### config.mk
export PLATFORM = sky130hd
export DESIGN_NAME = noise_gate_attack_hold_release
export DESIGN_NICKNAME = d
export VERILOG_FILES = /design/src/ngate_pkg.sv /design/src/ngate_ram.sv /design/src/ngate_div.sv /design/src/noise_gate_attack_hold_release.sv
export SDC_FILE = /design/constraint.sdc
export NUM_CORES = 2
export LEC_CHECK = 0
export BUFFER_PORTS_ARGS = -buffer_cell sky130_fd_sc_hd__buf_2
export CORE_MARGIN = 10
export CORE_UTILIZATION = 58
export CTS_CLUSTER_SIZE = 10
export DETAILED_ROUTE_END_ITERATION = 16
export HOLD_SLACK_MARGIN = 0.1
export MAX_ROUTING_LAYER = met4
export PLACE_DENSITY = 0.79
export RECOVER_POWER = 25
export SYNTH_ARGS = -nofsm -noshare
export SYNTH_HDL_FRONTEND = slang
export SYNTH_HIERARCHICAL = 1
export SYNTH_SLANG_ARGS = --single-unit
### constraint.sdc
create_clock -name i_clk -period 8.9 [get_ports i_clk]
set_clock_uncertainty 0.15 [all_clocks]
set_input_delay 0.445 -clock i_clk [delete_from_list [all_inputs] [get_ports i_clk]]
set_output_delay 0.445 -clock i_clk [all_outputs]
set_load 0.005 [all_outputs]
### src/ngate_pkg.sv
// shared constants, codes and payload types of the noise gate
// no dependencies; used by every module of the block but ngate_ram, by scoped names
`default_nettype none

package ngate_pkg;

    localparam int CHANNELS      = 8;
    localparam int SAMPLE_BITS   = 24;
    localparam int CH_BITS       = 3;
    localparam int TIME_BITS     = 32;
    localparam int LEN_BITS      = 24;
    localparam int GAIN_BITS     = 16;
    localparam int PH_BITS       = 3;
    localparam int CFG_IDX_BITS  = 4;
    localparam int CFG_DATA_BITS = 24;

    // state memory address width
    localparam int CH_AW = (CHANNELS > 1) ? $clog2(CHANNELS) : 1;
    localparam logic [CH_BITS:0] CH_COUNT = (CH_BITS + 1)'(CHANNELS);

    // gain of exactly one in Q1.16
    localparam logic [GAIN_BITS:0] GAIN_ONE = {1'b1, {GAIN_BITS{1'b0}}};

    // gate phases
    localparam logic [PH_BITS-1:0] PH_CLOSED  = 3'd0;
    localparam logic [PH_BITS-1:0] PH_ATTACK  = 3'd1;
    localparam logic [PH_BITS-1:0] PH_OPEN    = 3'd2;
    localparam logic [PH_BITS-1:0] PH_HOLD    = 3'd3;
    localparam logic [PH_BITS-1:0] PH_RELEASE = 3'd4;

    // configuration register indexes
    localparam logic [CFG_IDX_BITS-1:0] REG_THRESHOLD = 4'd0;
    localparam logic [CFG_IDX_BITS-1:0] REG_ATTACK    = 4'd1;
    localparam logic [CFG_IDX_BITS-1:0] REG_HOLD      = 4'd2;
    localparam logic [CFG_IDX_BITS-1:0] REG_RELEASE   = 4'd3;

    typedef struct packed {
        logic [CH_BITS-1:0]            chan;
        logic signed [SAMPLE_BITS-1:0] in_sample;
        logic [TIME_BITS-1:0]          frame_time;
    } t_in;

    typedef struct packed {
        logic [CH_BITS-1:0]            out_chan;
        logic signed [SAMPLE_BITS-1:0] out_sample;
        logic [PH_BITS-1:0]            gate_phase;
    } t_out;

    // one channel's entry in the state memory
    typedef struct packed {
        logic [PH_BITS-1:0]   phase;
        logic [TIME_BITS-1:0] start;
    } t_entry;

    localparam int ENTRY_BITS = $bits(t_entry);

endpackage

`default_nettype wire

### src/ngate_ram.sv
// generic single-port-write, single-port-read ram with registered read
// no dependencies
`default_nettype none

module ngate_ram #(
    parameter int WIDTH = 8,
    parameter int DEPTH = 8
) (
    input  wire logic                                    i_clk,
    input  wire logic                                    i_we,
    input  wire logic [((DEPTH > 1) ? $clog2(DEPTH) : 1)-1:0] i_waddr,
    input  wire logic [WIDTH-1:0]                        i_wdata,
    input  wire logic [((DEPTH > 1) ? $clog2(DEPTH) : 1)-1:0] i_raddr,
    output logic      [WIDTH-1:0]                        o_rdata
);

    logic [WIDTH-1:0] r_mem [DEPTH];

    always_ff @(posedge i_clk) begin
        if (i_we) begin
            r_mem[i_waddr] <= i_wdata;
        end
        o_rdata <= r_mem[i_raddr];
    end

endmodule

`default_nettype wire

### src/ngate_div.sv
// restoring divider for the ramp gain: floor(num * 2^16 / den), num < den
// depends on ngate_pkg for widths
`default_nettype none

module ngate_div (
    input  wire logic                           i_clk,
    input  wire logic                           i_rst_n,
    input  wire logic                           i_start,
    input  wire logic [ngate_pkg::LEN_BITS-1:0] i_num,
    input  wire logic [ngate_pkg::LEN_BITS-1:0] i_den,
    output logic                                o_done,
    output logic [ngate_pkg::GAIN_BITS-1:0]     o_quot
);

    localparam int CW = $clog2(ngate_pkg::GAIN_BITS + 1);

    logic                             r_busy;
    logic [CW-1:0]                    r_cnt;
    logic [ngate_pkg::LEN_BITS-1:0]   r_rem;
    logic [ngate_pkg::LEN_BITS-1:0]   r_den;
    logic [ngate_pkg::LEN_BITS:0]     shifted;
    logic [ngate_pkg::LEN_BITS:0]     diff;
    logic                             fits;

    // remainder stays below the divisor, so one doubling fits one extra bit
    assign shifted = {r_rem, 1'b0};
    assign diff    = shifted - {1'b0, r_den};
    assign fits    = shifted >= {1'b0, r_den};

    always_ff @(posedge i_clk) begin
        if (!i_rst_n) begin
            r_busy <= 1'b0;
            r_cnt  <= '0;
            o_done <= 1'b0;
        end else begin
            o_done <= 1'b0;
            if (i_start) begin
                r_busy <= 1'b1;
                r_cnt  <= CW'(ngate_pkg::GAIN_BITS);
            end else if (r_busy) begin
                r_cnt <= r_cnt - CW'(1);
                if (r_cnt == CW'(1)) begin
                    r_busy <= 1'b0;
                    o_done <= 1'b1;
                end
            end
        end
    end

    always_ff @(posedge i_clk) begin
        if (i_start) begin
            r_rem  <= i_num;
            r_den  <= i_den;
            o_quot <= '0;
        end else if (r_busy) begin
            r_rem  <= fits ? diff[ngate_pkg::LEN_BITS-1:0]
                           : shifted[ngate_pkg::LEN_BITS-1:0];
            o_quot <= {o_quot[ngate_pkg::GAIN_BITS-2:0], fits};
        end
    end

endmodule

`default_nettype wire

### src/noise_gate_attack_hold_release.sv
// top level of the per-channel noise gate with attack, hold and release
// depends on ngate_pkg, ngate_ram (channel state) and ngate_div (ramp gain)
`default_nettype none

// Per-channel noise gate. Each input transfer carries a channel number, a signed
// Q1.23 sample and a frame timestamp in sample periods; each one yields exactly one
// output transfer with the gated sample and the channel's phase after the sample
// (closed, attack, open, hold, release). Phase and phase start time of every
// channel live in a small state memory looked up in the cycle after the input
// transfer and written back when the result enters the output register; entries
// read as open with start time zero after reset until first written. Items are
// handled one at a time: a sample that needs no ramp gain goes from the lookup
// state straight to the output state, a sample in an attack or release ramp first
// passes the 16-step restoring divider that forms elapsed/ramp length and a rescale.
// The next input transfer is taken as soon as the result sits in the output
// register, even while that result still waits downstream. Configuration writes
// (threshold, attack, hold, release time) are always accepted and belong in
// quiet periods between items; writes to unknown indexes are dropped. A channel
// number at or above the channel count passes the sample through as open.
module noise_gate_attack_hold_release (
    input  wire logic                                i_clk,
    input  wire logic                                i_rst_n,
    // sample input
    input  wire logic                                i_in_valid,
    output logic                                     o_in_ready,
    input  wire ngate_pkg::t_in                      i_in,
    // gated output
    output logic                                     o_out_valid,
    input  wire logic                                i_out_ready,
    output ngate_pkg::t_out                          o_out,
    // configuration writes
    input  wire logic                                i_cfg_valid,
    output logic                                     o_cfg_ready,
    input  wire logic [ngate_pkg::CFG_IDX_BITS-1:0]  i_cfg_index,
    input  wire logic [ngate_pkg::CFG_DATA_BITS-1:0] i_cfg_data
);

    localparam int SB = ngate_pkg::SAMPLE_BITS;
    localparam int GB = ngate_pkg::GAIN_BITS;
    localparam int PB = SB + GB + 1;

    // sequencer states
    localparam logic [2:0] S_IDLE = 3'd0;   // waiting for an input transfer
    localparam logic [2:0] S_LOOK = 3'd1;   // state entry arrives, decide
    localparam logic [2:0] S_DIV  = 3'd2;   // gain division running
    localparam logic [2:0] S_MUL  = 3'd3;   // product registered, rescale
    localparam logic [2:0] S_OUT  = 3'd4;   // load output register, write back

    logic [2:0] r_state;

    // configuration registers
    logic signed [SB-1:0]                 r_thr;
    logic [ngate_pkg::LEN_BITS-1:0]       r_att;
    logic [ngate_pkg::LEN_BITS-1:0]       r_hold;
    logic [ngate_pkg::LEN_BITS-1:0]       r_rel;

    // item in flight
    ngate_pkg::t_in                       r_in;
    logic [ngate_pkg::PH_BITS-1:0]        r_ph;
    logic [ngate_pkg::TIME_BITS-1:0]      r_start;
    logic                                 r_rel_ramp;
    logic                                 r_neg;
    logic [SB-1:0]                        r_mag;
    logic [PB-1:0]                        r_prod;
    logic signed [SB-1:0]                 r_y;
    logic                                 r_in_range;

    // output register
    logic                                 r_ovld;
    ngate_pkg::t_out                      r_out;

    // per-channel valid bits: an unwritten entry reads as its reset value
    logic [ngate_pkg::CHANNELS-1:0]       r_vld;

    // state memory
    ngate_pkg::t_entry                    rd_entry;
    ngate_pkg::t_entry                    wr_entry;
    logic                                 mem_we;
    logic [ngate_pkg::CH_AW-1:0]          in_addr;
    logic [ngate_pkg::CH_AW-1:0]          cur_addr;

    // lookup decision
    logic                                 in_range;
    logic [ngate_pkg::PH_BITS-1:0]        cur_ph;
    logic [ngate_pkg::TIME_BITS-1:0]      cur_start;
    logic [ngate_pkg::TIME_BITS-1:0]      elapsed;
    logic                                 above;
    logic [ngate_pkg::PH_BITS-1:0]        new_ph;
    logic [ngate_pkg::TIME_BITS-1:0]      new_start;
    logic                                 out_zero;
    logic                                 need_div;
    logic                                 use_rel;
    logic                                 in_neg;
    logic [SB-1:0]                        in_mag;

    // divider
    logic                                 div_start;
    logic                                 div_done;
    logic [GB-1:0]                        div_quot;
    logic [GB:0]                          gain;

    // rescale
    logic [SB-1:0]                        scaled;
    logic                                 out_free;

    assign o_cfg_ready = 1'b1;
    assign o_in_ready  = (r_state == S_IDLE);
    assign o_out_valid = r_ovld;
    assign o_out       = r_out;
    assign out_free    = !r_ovld || i_out_ready;

    // ---------------------------------------------------------------
    // configuration
    // ---------------------------------------------------------------
    always_ff @(posedge i_clk) begin
        if (!i_rst_n) begin
            r_thr  <= '0;
            r_att  <= '0;
            r_hold <= '0;
            r_rel  <= '0;
        end else if (i_cfg_valid) begin
            unique case (i_cfg_index)
                ngate_pkg::REG_THRESHOLD: r_thr  <= i_cfg_data[SB-1:0];
                ngate_pkg::REG_ATTACK:    r_att  <= i_cfg_data;
                ngate_pkg::REG_HOLD:      r_hold <= i_cfg_data;
                ngate_pkg::REG_RELEASE:   r_rel  <= i_cfg_data;
                default: ;
            endcase
        end
    end

    // ---------------------------------------------------------------
    // channel state memory; read issued with the input transfer
    // ---------------------------------------------------------------
    assign in_addr  = i_in.chan[ngate_pkg::CH_AW-1:0];
    assign cur_addr = r_in.chan[ngate_pkg::CH_AW-1:0];
    assign wr_entry = '{phase: r_ph, start: r_start};
    assign mem_we   = (r_state == S_OUT) && out_free && r_in_range;

    ngate_ram #(
        .WIDTH (ngate_pkg::ENTRY_BITS),
        .DEPTH (ngate_pkg::CHANNELS)
    ) u_state_mem (
        .i_clk   (i_clk),
        .i_we    (mem_we),
        .i_waddr (cur_addr),
        .i_wdata (wr_entry),
        .i_raddr (in_addr),
        .o_rdata (rd_entry)
    );

    // write-back lands before the next read can be issued, so no forwarding
    always_ff @(posedge i_clk) begin
        if (!i_rst_n) begin
            r_vld <= '0;
        end else if (mem_we) begin
            r_vld[cur_addr] <= 1'b1;
        end
    end

    // ---------------------------------------------------------------
    // phase decision, valid in the lookup cycle
    // ---------------------------------------------------------------
    assign in_range  = {1'b0, r_in.chan} < ngate_pkg::CH_COUNT;
    assign cur_ph    = r_vld[cur_addr] ? rd_entry.phase : ngate_pkg::PH_OPEN;
    assign cur_start = r_vld[cur_addr] ? rd_entry.start : '0;
    // time differences wrap modulo 2^32
    assign elapsed   = r_in.frame_time - cur_start;
    assign above     = r_in.in_sample >= r_thr;
    assign in_neg    = r_in.in_sample[SB-1];
    assign in_mag    = in_neg ? (~r_in.in_sample + SB'(1)) : r_in.in_sample;

    always_comb begin
        new_ph    = cur_ph;
        new_start = cur_start;
        out_zero  = 1'b0;
        need_div  = 1'b0;
        use_rel   = 1'b0;
        unique case (cur_ph)
            ngate_pkg::PH_CLOSED: begin
                out_zero = 1'b1;
                if (above) begin
                    new_ph    = ngate_pkg::PH_ATTACK;
                    new_start = r_in.frame_time;
                end
            end
            ngate_pkg::PH_ATTACK: begin
                // a zero attack time is always complete
                if (elapsed >= {8'd0, r_att}) begin
                    new_ph = ngate_pkg::PH_OPEN;
                end else begin
                    need_div = 1'b1;
                end
            end
            ngate_pkg::PH_OPEN: begin
                if (!above) begin
                    new_ph    = ngate_pkg::PH_HOLD;
                    new_start = r_in.frame_time;
                end
            end
            ngate_pkg::PH_HOLD: begin
                if (above) begin
                    new_ph = ngate_pkg::PH_OPEN;
                end else if (elapsed >= {8'd0, r_hold}) begin
                    new_ph    = ngate_pkg::PH_RELEASE;
                    new_start = r_in.frame_time;
                end
            end
            ngate_pkg::PH_RELEASE: begin
                if (above) begin
                    new_ph = ngate_pkg::PH_OPEN;
                end else if (elapsed >= {8'd0, r_rel}) begin
                    new_ph   = ngate_pkg::PH_CLOSED;
                    out_zero = 1'b1;
                end else begin
                    need_div = 1'b1;
                    use_rel  = 1'b1;
                end
            end
            default: begin
                new_ph = ngate_pkg::PH_OPEN;
            end
        endcase
        // channels beyond the count pass through untouched
        if (!in_range) begin
            new_ph   = ngate_pkg::PH_OPEN;
            out_zero = 1'b0;
            need_div = 1'b0;
        end
    end

    // ---------------------------------------------------------------
    // ramp gain: elapsed is below the ramp length whenever it is used
    // ---------------------------------------------------------------
    assign div_start = (r_state == S_LOOK) && need_div;

    ngate_div u_div (
        .i_clk   (i_clk),
        .i_rst_n (i_rst_n),
        .i_start (div_start),
        .i_num   (elapsed[ngate_pkg::LEN_BITS-1:0]),
        .i_den   (use_rel ? r_rel : r_att),
        .o_done  (div_done),
        .o_quot  (div_quot)
    );

    // release gain counts down from one
    assign gain   = r_rel_ramp ? (ngate_pkg::GAIN_ONE - {1'b0, div_quot})
                               : {1'b0, div_quot};
    // truncation toward zero: scale the magnitude, then restore the sign
    assign scaled = r_prod[GB +: SB];

    // ---------------------------------------------------------------
    // sequencer
    // ---------------------------------------------------------------
    always_ff @(posedge i_clk) begin
        if (!i_rst_n) begin
            r_state <= S_IDLE;
            r_ovld  <= 1'b0;
        end else begin
            // a new result replaces the one leaving in the same cycle
            if ((r_state == S_OUT) && out_free) begin
                r_ovld <= 1'b1;
            end else if (i_out_ready) begin
                r_ovld <= 1'b0;
            end
            unique case (r_state)
                S_IDLE: begin
                    if (i_in_valid) begin
                        r_state <= S_LOOK;
                    end
                end
                S_LOOK: begin
                    r_state <= need_div ? S_DIV : S_OUT;
                end
                S_DIV: begin
                    if (div_done) begin
                        r_state <= S_MUL;
                    end
                end
                S_MUL: begin
                    r_state <= S_OUT;
                end
                S_OUT: begin
                    // wait here while the previous result is still held
                    if (out_free) begin
                        r_state <= S_IDLE;
                    end
                end
                default: begin
                    r_state <= S_IDLE;
                end
            endcase
        end
    end

    // payload registers
    always_ff @(posedge i_clk) begin
        if (o_in_ready && i_in_valid) begin
            r_in <= i_in;
        end
        if (r_state == S_LOOK) begin
            r_in_range <= in_range;
            r_ph       <= new_ph;
            r_start    <= new_start;
            r_rel_ramp <= use_rel;
            r_neg      <= in_neg;
            r_mag      <= in_mag;
            r_y        <= out_zero ? '0 : r_in.in_sample;
        end
        if ((r_state == S_DIV) && div_done) begin
            r_prod <= PB'(r_mag) * PB'(gain);
        end
        if (r_state == S_MUL) begin
            r_y <= r_neg ? (~scaled + SB'(1)) : scaled;
        end
        if ((r_state == S_OUT) && out_free) begin
            r_out.out_chan   <= r_in.chan;
            r_out.out_sample <= r_y;
            r_out.gate_phase <= r_ph;
        end
    end

endmodule

`default_nettype wire

### After elaboration in Yosys (flattened, before gate mapping)

Memory sizes are Yosys's and may differ from the RTL's. A register that Yosys moved wholly into a read port is not among the register bits.
Index checks and enable logic that the tools add are counted.

* add/subtract/negate cells: 6
* multiply operators: 1
* $lt $le $gt $ge: 7
* equal/unequal tests: 15
* multiplexer cells: 52
* bitwise operators: 5
* reduce and logical (&&, ||, !) cells: 20

Operators with widths (count)
* 24-bit two-way mux: 8
* 32-bit two-way mux: 5
* 32-bit by 24-bit greater-or-equal comparator with 1-bit output: 3
* 32-bit one-hot mux with 3 select lines: 1
* 24-bit inverter: 2
* 24-bit by 17-bit multiplier with 40-bit output: 1
* 3-bit two-way mux: 12
* 32-bit subtractor: 1
* 3-bit one-hot mux with 5 select lines: 2
* 25-bit by 24-bit greater-or-equal comparator with 1-bit output: 1
* 24-bit by 1-bit adder with 24-bit output (second input constant): 1
* 24-bit by 2-bit adder with 24-bit output (second input constant): 1
* 24-bit greater-or-equal comparator: 1
* 24-bit subtractor: 1
* 23-bit two-way mux: 1
* 17-bit two-way mux: 1
* 17-bit by 16-bit subtractor with 17-bit output (first input constant): 1
* 1-bit two-way mux: 16
* 3-bit by 2-bit == test with 1-bit output (second input constant): 4
* 5-bit two-way mux: 2
* 4-bit by 2-bit == test with 1-bit output (second input constant): 2
* 8-bit bitwise OR: 1
* 2-bit AND reduction: 4
* 3-bit by 1-bit == test with 1-bit output (second input constant): 2
* other kinds (21): 32

* register bits: 393
* RAM bits: 280
* bits of input ports: 92
* output and inout port bits: 33
* word-level logic and storage cells: 135
* memories kept: 1

Memories
* u_state_mem.r_mem: words 8, width 35, rd ports 1, clocked after memory_dff 1, wr ports 1, RTL line ngate_ram.sv:17 `logic [WIDTH-1:0] r_mem [DEPTH];`

### Longest topological paths before layout

* depth in word-level cells: 11
* mapped depth: 34
* depth with buffers taken out: 31

### Hierarchy

Netlist, hierarchy kept.

Modules (own cells, without submodules)
* noise_gate_attack_hold_release: instances 1, cells each 3153, area each 29011.6 sq um, seq. area each 8107.8 sq um
* ngate_ram: instances 1, cells each 453, area each 11536.1 sq um, seq. area each 9108.7 sq um
* ngate_div: instances 1, cells each 393, area each 4245.3 sq um, seq. area each 1901.8 sq um

### Worst setup path before layout

No wires, ideal clock.

* path type: register -> register
* from: reg r_in (netlist bit cur_addr[0])
* to: reg u_div/r_rem[0] in the netlist's numbering, enable pin
* setup time: 0.358 ns
* data arrival time: 9.228 ns
* required time: 8.392 ns
* slack: -0.836 ns
* cell stages (with the launch flop): 31
* path buffers: 6
* period minus slack after synthesis: 9.736 ns
* cells stage by stage: edfxtp_1 buf_2 or3b_2 a21oi_1 or3_1 clkbuf_1 clkbuf_1 nand2_1 ha_1 nor2b_1 o31a_1 o211a_1 a211oi_2 o31a_1 o21ai_0 xor2_1 ha_1 a21o_1 a21o_1 a21o_1 a21o_1 a21o_1 a21o_1 a21oi_1 a21boi_0 nor2_1 nor4_1 clkbuf_1 clkbuf_1 clkbuf_1 or2_2

* longest elaborated chain between the ends: 10
* elaborated cells on any way between the ends: 15
* classes of those cells: add/sub (1); order compare (2); eq/ne (2); mux (8); reduce/logical (2)

Ends and longest elaborated chain
* start: declaration: RTL line noise_gate_attack_hold_release.sv:58 `ngate_pkg::t_in r_in;`
* start signal: assignment: RTL line noise_gate_attack_hold_release.sv:300 `r_in <= i_in;`
* 1-bit binary-select mux with 3-bit select (*): RTL line noise_gate_attack_hold_release.sv:166 `assign cur_start = r_vld[cur_addr] ? rd_entry.start : '0;`
* 1-bit two-way mux (not written as such) (*): RTL line noise_gate_attack_hold_release.sv:166
* 32-bit two-way mux (*): RTL line noise_gate_attack_hold_release.sv:166
* 32-bit subtractor (*): RTL line noise_gate_attack_hold_release.sv:168 `assign elapsed = r_in.frame_time - cur_start;`
* net elapsed (one bit): RTL line noise_gate_attack_hold_release.sv:86 `logic [ngate_pkg::TIME_BITS-1:0] elapsed;`
* 32-bit by 24-bit greater-or-equal comparator with 1-bit output: RTL line noise_gate_attack_hold_release.sv:212 `end else if (elapsed >= {8'd0, r_rel}) begin`
* 1-bit two-way mux: RTL line noise_gate_attack_hold_release.sv:212
* 1-bit two-way mux: RTL line noise_gate_attack_hold_release.sv:210 `if (above) begin`
* 1-bit one-hot mux with 2 select lines (*): RTL line noise_gate_attack_hold_release.sv:179 `unique case (cur_ph)`
* 1-bit logical AND (*): RTL line noise_gate_attack_hold_release.sv:235 `assign div_start = (r_state == S_LOOK) && need_div;`
* net div_start: RTL line noise_gate_attack_hold_release.sv:97 `logic div_start;`
* 2-bit nonzero test (no source line) (*)
* end signal: assignment: RTL line ngate_div.sv:52 `r_rem <= i_num;`
* end signal: assignment: RTL line ngate_div.sv:56 `r_rem <= fits ? diff[ngate_pkg::LEN_BITS-1:0]`
* end: declaration: RTL line ngate_div.sv:19 `logic [ngate_pkg::LEN_BITS-1:0] r_rem;`

The timed path passes the listed nets; every way through them passes the cells marked *. The select of a mux whose other input is x is not followed.
A chain may end at the register's enable or synchronous reset.

### Worst setup path after layout

* from: reg u_div/o_quot[1] in the netlist's numbering
* to: reg r_prod[39], data pin

* longest elaborated chain between the ends: 3

Ends and longest elaborated chain
* start: declaration: RTL line ngate_div.sv:12 `output logic [ngate_pkg::GAIN_BITS-1:0] o_quot`
* start signal: assignment: RTL line ngate_div.sv:58 `o_quot <= {o_quot[ngate_pkg::GAIN_BITS-2:0], fits};`
* 17-bit by 16-bit subtractor with 17-bit output: RTL line noise_gate_attack_hold_release.sv:248 `assign gain = r_rel_ramp ? (ngate_pkg::GAIN_ONE - {1'b0, div_quot})`
* 17-bit two-way mux (*): RTL line noise_gate_attack_hold_release.sv:248
* 24-bit by 17-bit multiplier with 40-bit output (*): RTL line noise_gate_attack_hold_release.sv:312 `r_prod <= PB'(r_mag) * PB'(gain);`
* end signal: assignment: RTL line noise_gate_attack_hold_release.sv:312
* end: declaration: RTL line noise_gate_attack_hold_release.sv:64 `logic [PB-1:0] r_prod;`

Every way passes the cells marked *; elsewhere a longest branch is shown, timed or not.

==> run summary <==
The total iterations of the first detailed-routing run came out at 9. The cell count after synthesis is 3999. The number of DRC violations after detailed-routing iteration 0 is 3279. The area of the core came out at 76200 um^2. The worst hold path terminates at r_thr[4]. Timing would allow up to 117.4 MHz. The remaining number of nets flagged by the antenna check after routing is 0.

A synthesized cell averages 11.20 um^2. The worst hold path begins at i_cfg_index[0]. The pin slew with the least headroom to its limit is 2782 ps. The count of buffers inserted at the top-level ports came out at 123. The root buffer cell chosen for the clock tree is sky130_fd_sc_hd__clkbuf_16. The post-route DRC violation count is 0. Data arrives at the worst endpoint at 8750 ps.

The initial antenna violation count is 1. The kind of end point of the critical path is a flop. In this run, synthesis inferred 526 flip-flops with an integrated enable. The via density per instance came out at 5.905.

The number of global-route vias before repair was 31989. The layout overhead on the synthesized area came out at 11.77%. The layout net count came out at 4882.

The total number of vias is 31239. The number of max-capacitance violations reported came out at 1. The detail-routed net length per standard cell is 21.85 um. The remaining global-route overflow came out at 0. The number of placed I/O pins came out at 125. The die area is 88740 um^2.

The HPWL after detailed placement is 80.91 mm. The worst setup path is launched from a flop. The power per cell area came out at 148.1 nW/um^2.

The share of flip-flops with an asynchronous set or reset after synthesis came out at 0%. In this run the critical register-to-register path is launched from u_div/o_quot[1]. The relative slew slack came out at -85.47%. The max-slew violation total from the final report came out at 37. The final reports fail on max-capacitance violations, max-slew violations. The data required time of the worst path is 9140 ps.

The maximum vdd drop came out at 0.1662 mV. The worst setup path is of the flop to flop kind. The number of levels in the clock H-tree is 3. The wire length of the first global-routing pass is 180.0 mm. The number of placement rows is 101. The portion of synthesized cell area occupied by the leading cell type came out at 35.26%.

Measured in cells, the most critical reg-to-reg path has a length of 27. The tightest hold path in the finished design has a slack of 163.0 ps. For this design, the sink count on the clock tree is 692.

During synthesis, Yosys emitted a total of 6 warnings. The post-synth design cell area is 44790 um^2. The most common cell after layout, fill and taps aside is sky130_fd_sc_hd__nand2_1. The setup violation total in the final timing report came out at 0.

At the end of routability-driven placement, the weighted congestion stood at 0.9509. The largest fanout of any net on the critical path came out at 6. The post-synthesis cell type count came out at 85. Of the cells placed in the final design, the portion with a size suffix greater than 1 is 9.791%.

The sum of negative setup slack is 0 ps. The count of endpoints failing hold in the final timing report is 0. At the later pin of the worst-skew pair, clock insertion delay measures 660 ps. The static leakage is 20.42 nW.

The global router's overall resource usage came out at 26.61%. The share of the cycle needed by the critical path after routing is 95.68%. TritonCTS built the clock tree. The overall routed net length came out at 115.6 mm. The vertical die dimension came out at 297.9 um.

The number of buffers added by the clock tree synthesis step came out at 81. The clock-pin slew reported for the worst setup and hold paths after clock tree synthesis came out at 60 ps. The kind of path behind the tightest hold check is input port to flop. The flow ran to the end, but the final reports show violations. The post-synthesis sequential element count came out at 692. The chip width is 297.9 um. In this run the critical register-to-register path is captured at r_prod[39]. The largest net degree at the start of global routing is 108.

The net count of the mapped netlist came out at 4684. By area the synthesized netlist is led by sky130_fd_sc_hd__edfxtp_1 (35%), sky130_fd_sc_hd__fa_1 (15%), sky130_fd_sc_hd__dfxtp_1 (7.4%). The buffer depth of the longest clock path is 3. The cell type with the largest total area after synthesis is sky130_fd_sc_hd__edfxtp_1. Leaving out fill and tap cells, the most frequent cells in the layout are sky130_fd_sc_hd__nand2_1 (598), sky130_fd_sc_hd__inv_1 (585), sky130_fd_sc_hd__edfxtp_1 (526). The initial utilization of the core area, before any placement, comes to 58.78%. The fraction of the yosys area taken by sequential cells is 42.68%. Counting instances, the worst hold path has a depth of 4.

The setup check on the worst reg-to-reg path leaves a slack of 380 ps. The worst path in the final design needs a cycle of 8516 ps, including I/O delays and setup. In the synthesized netlist the dominant register cell turns out to be sky130_fd_sc_hd__edfxtp_1.
==> what timing repair did <==
item	CTS	global route
setup endpoints to repair	0	9
resized for setup	0	22
hold buffers	83	0
endpoints found under the hold margin	158	0
setup buffers	0	3
==> layout make-up <==
type / instances / area (um^2)
fillers: 5568 / 26140
clock inverters: 10 / 170.2
clock buffers: 135 / 2260
multi-input cells: 2552 / 22980
well taps: 1030 / 1289
repair buffers: 284 / 2049
flip-flops and latches: 692 / 19120
diodes: 1 / 2.502
inverters: 586 / 2200
==> how the worst max path moves through the flow <==
stage                          from  slack, ps        endpoint  depth (start not counted)
floorplan               cur_addr[0]        170  u_div/r_rem[0]                         30
global placement    u_div/o_quot[1]        200      r_prod[36]                         28
detailed placement  u_div/o_quot[1]         50      r_prod[36]                         28
CTS                 u_div/o_quot[1]         40      r_prod[39]                         27
global route        u_div/o_quot[1]        -60      r_prod[39]                         27
finish              u_div/o_quot[1]        380      r_prod[39]                         27
==> report_power, final <==
part           switching, mW  leakage, nW  internal (mW)
combinational          0.398         13.1          0.284
sequential             0.110         6.21           3.56
clock                   1.32         1.16           1.75
==> synth_stat cells (12+ instances only) <==
| cell | number |
|---|---|
| sky130_fd_sc_hd__nand2_1 | 598 |
| sky130_fd_sc_hd__a21o_1 | 62 |
| sky130_fd_sc_hd__nand4_1 | 26 |
| sky130_fd_sc_hd__dfxtp_1 | 166 |
| sky130_fd_sc_hd__nor4_1 | 12 |
| sky130_fd_sc_hd__a21oi_1 | 187 |
| sky130_fd_sc_hd__nor3_1 | 37 |
| sky130_fd_sc_hd__o21a_1 | 20 |
| sky130_fd_sc_hd__buf_6 | 12 |
| sky130_fd_sc_hd__or3_1 | 18 |
| sky130_fd_sc_hd__ha_1 | 265 |
| sky130_fd_sc_hd__inv_1 | 585 |
| sky130_fd_sc_hd__edfxtp_1 | 526 |
| sky130_fd_sc_hd__o21ai_0 | 98 |
| sky130_fd_sc_hd__xor2_1 | 36 |
| sky130_fd_sc_hd__and2_1 | 143 |
| sky130_fd_sc_hd__a211oi_1 | 33 |
| sky130_fd_sc_hd__nor2_1 | 141 |
| sky130_fd_sc_hd__a31oi_1 | 14 |
| sky130_fd_sc_hd__fa_1 | 328 |
| sky130_fd_sc_hd__xnor2_1 | 92 |
| sky130_fd_sc_hd__mux4_1 | 70 |
| sky130_fd_sc_hd__o31ai_1 | 25 |
| sky130_fd_sc_hd__mux2_2 | 55 |
| sky130_fd_sc_hd__nor2b_1 | 27 |
| sky130_fd_sc_hd__nand2b_1 | 30 |
| sky130_fd_sc_hd__mux2i_1 | 54 |
| sky130_fd_sc_hd__clkbuf_1 | 136 |
| sky130_fd_sc_hd__nand3_1 | 25 |
==> state kept, by name, summed over array words and instances, names as in the netlist, 8 cells and up <==
name and count:
r_mag 24, u_div/o_quot 16, r_rel 24, r_hold 24, r_start 32, u_state_mem/r_mem 280, r_in 55, u_state_mem/o_rdata 35
r_thr 24, u_div/r_den 24, r_y 24, r_prod 24, r_att 24, r_vld 8, u_div/r_rem 24, o_out 30
==> metal layers <==
layer	wire length, um	GRT usage [%]	up-vias	part of all wire, %
met3	11180	4.880	269	9.7
li1	-	-	13921	-
met4	3965	9.001	0	3.4
met1	46340	34.74	15430	40
met5	0	-	-	0
met2	54110	41.77	1619	47
==> logic make-up (layout without fill, tap and decap cells) <==
logic type,after synthesis,after routing,share of synthesized area (%)
AOI/OAI and AO/OA,532,532,7.704
xor gates and xnor gates,128,128,2.503
adders and majority gates,593,593,22.06
buffers and inverters,755,1015,6.595
DFF,692,692,42.68
muxes,190,190,7.064
other,1,2,0.008372
and+or+nand+nor,1108,1108,11.38
==> critical path, stage by stage (launching register included) <==
cell and delay (ps):
sky130_fd_sc_hd__dfxtp_1 340, sky130_fd_sc_hd__inv_1 90, sky130_fd_sc_hd__ha_1 150, sky130_fd_sc_hd__nand2_1 60, sky130_fd_sc_hd__or3_1 330, sky130_fd_sc_hd__or4_1 430, sky130_fd_sc_hd__or4_4 470, sky130_fd_sc_hd__o31ai_4 230
sky130_fd_sc_hd__xnor2_2 190, sky130_fd_sc_hd__buf_4 200, sky130_fd_sc_hd__and2_1 150, sky130_fd_sc_hd__fa_1 450, sky130_fd_sc_hd__fa_1 530, sky130_fd_sc_hd__fa_1 520, sky130_fd_sc_hd__fa_1 520, sky130_fd_sc_hd__fa_1 520
sky130_fd_sc_hd__fa_1 490, sky130_fd_sc_hd__ha_1 360, sky130_fd_sc_hd__a2111o_1 430, sky130_fd_sc_hd__nor3_2 200, sky130_fd_sc_hd__o21ai_2 130, sky130_fd_sc_hd__a31oi_2 180, sky130_fd_sc_hd__buf_4 190, sky130_fd_sc_hd__o21ai_0 130
sky130_fd_sc_hd__o21a_1 250, sky130_fd_sc_hd__o311a_1 370, sky130_fd_sc_hd__nor2_1 120, sky130_fd_sc_hd__xnor2_1 80
==> stage by stage <==
stage / utilization (%) / instances / setup slack (ps) / total power, mW / cell area (um^2)
after floorplan: - / 3999 / 172.2 / 4.097 / 44800
after global placement: 61.30 / 5057 / 204.9 / 4.337 / 46710
after detailed placement: 61.30 / 5057 / 52.96 / 4.355 / 46710
after CTS: 65.58 / 5285 / 44.09 / 7.420 / 49970
after global routing: 65.70 / 5290 / -58.06 / 7.636 / 50070
final: 65.70 / 5290 / 384.4 / 7.413 / 50070
Power figures use the tool's default switching activity.
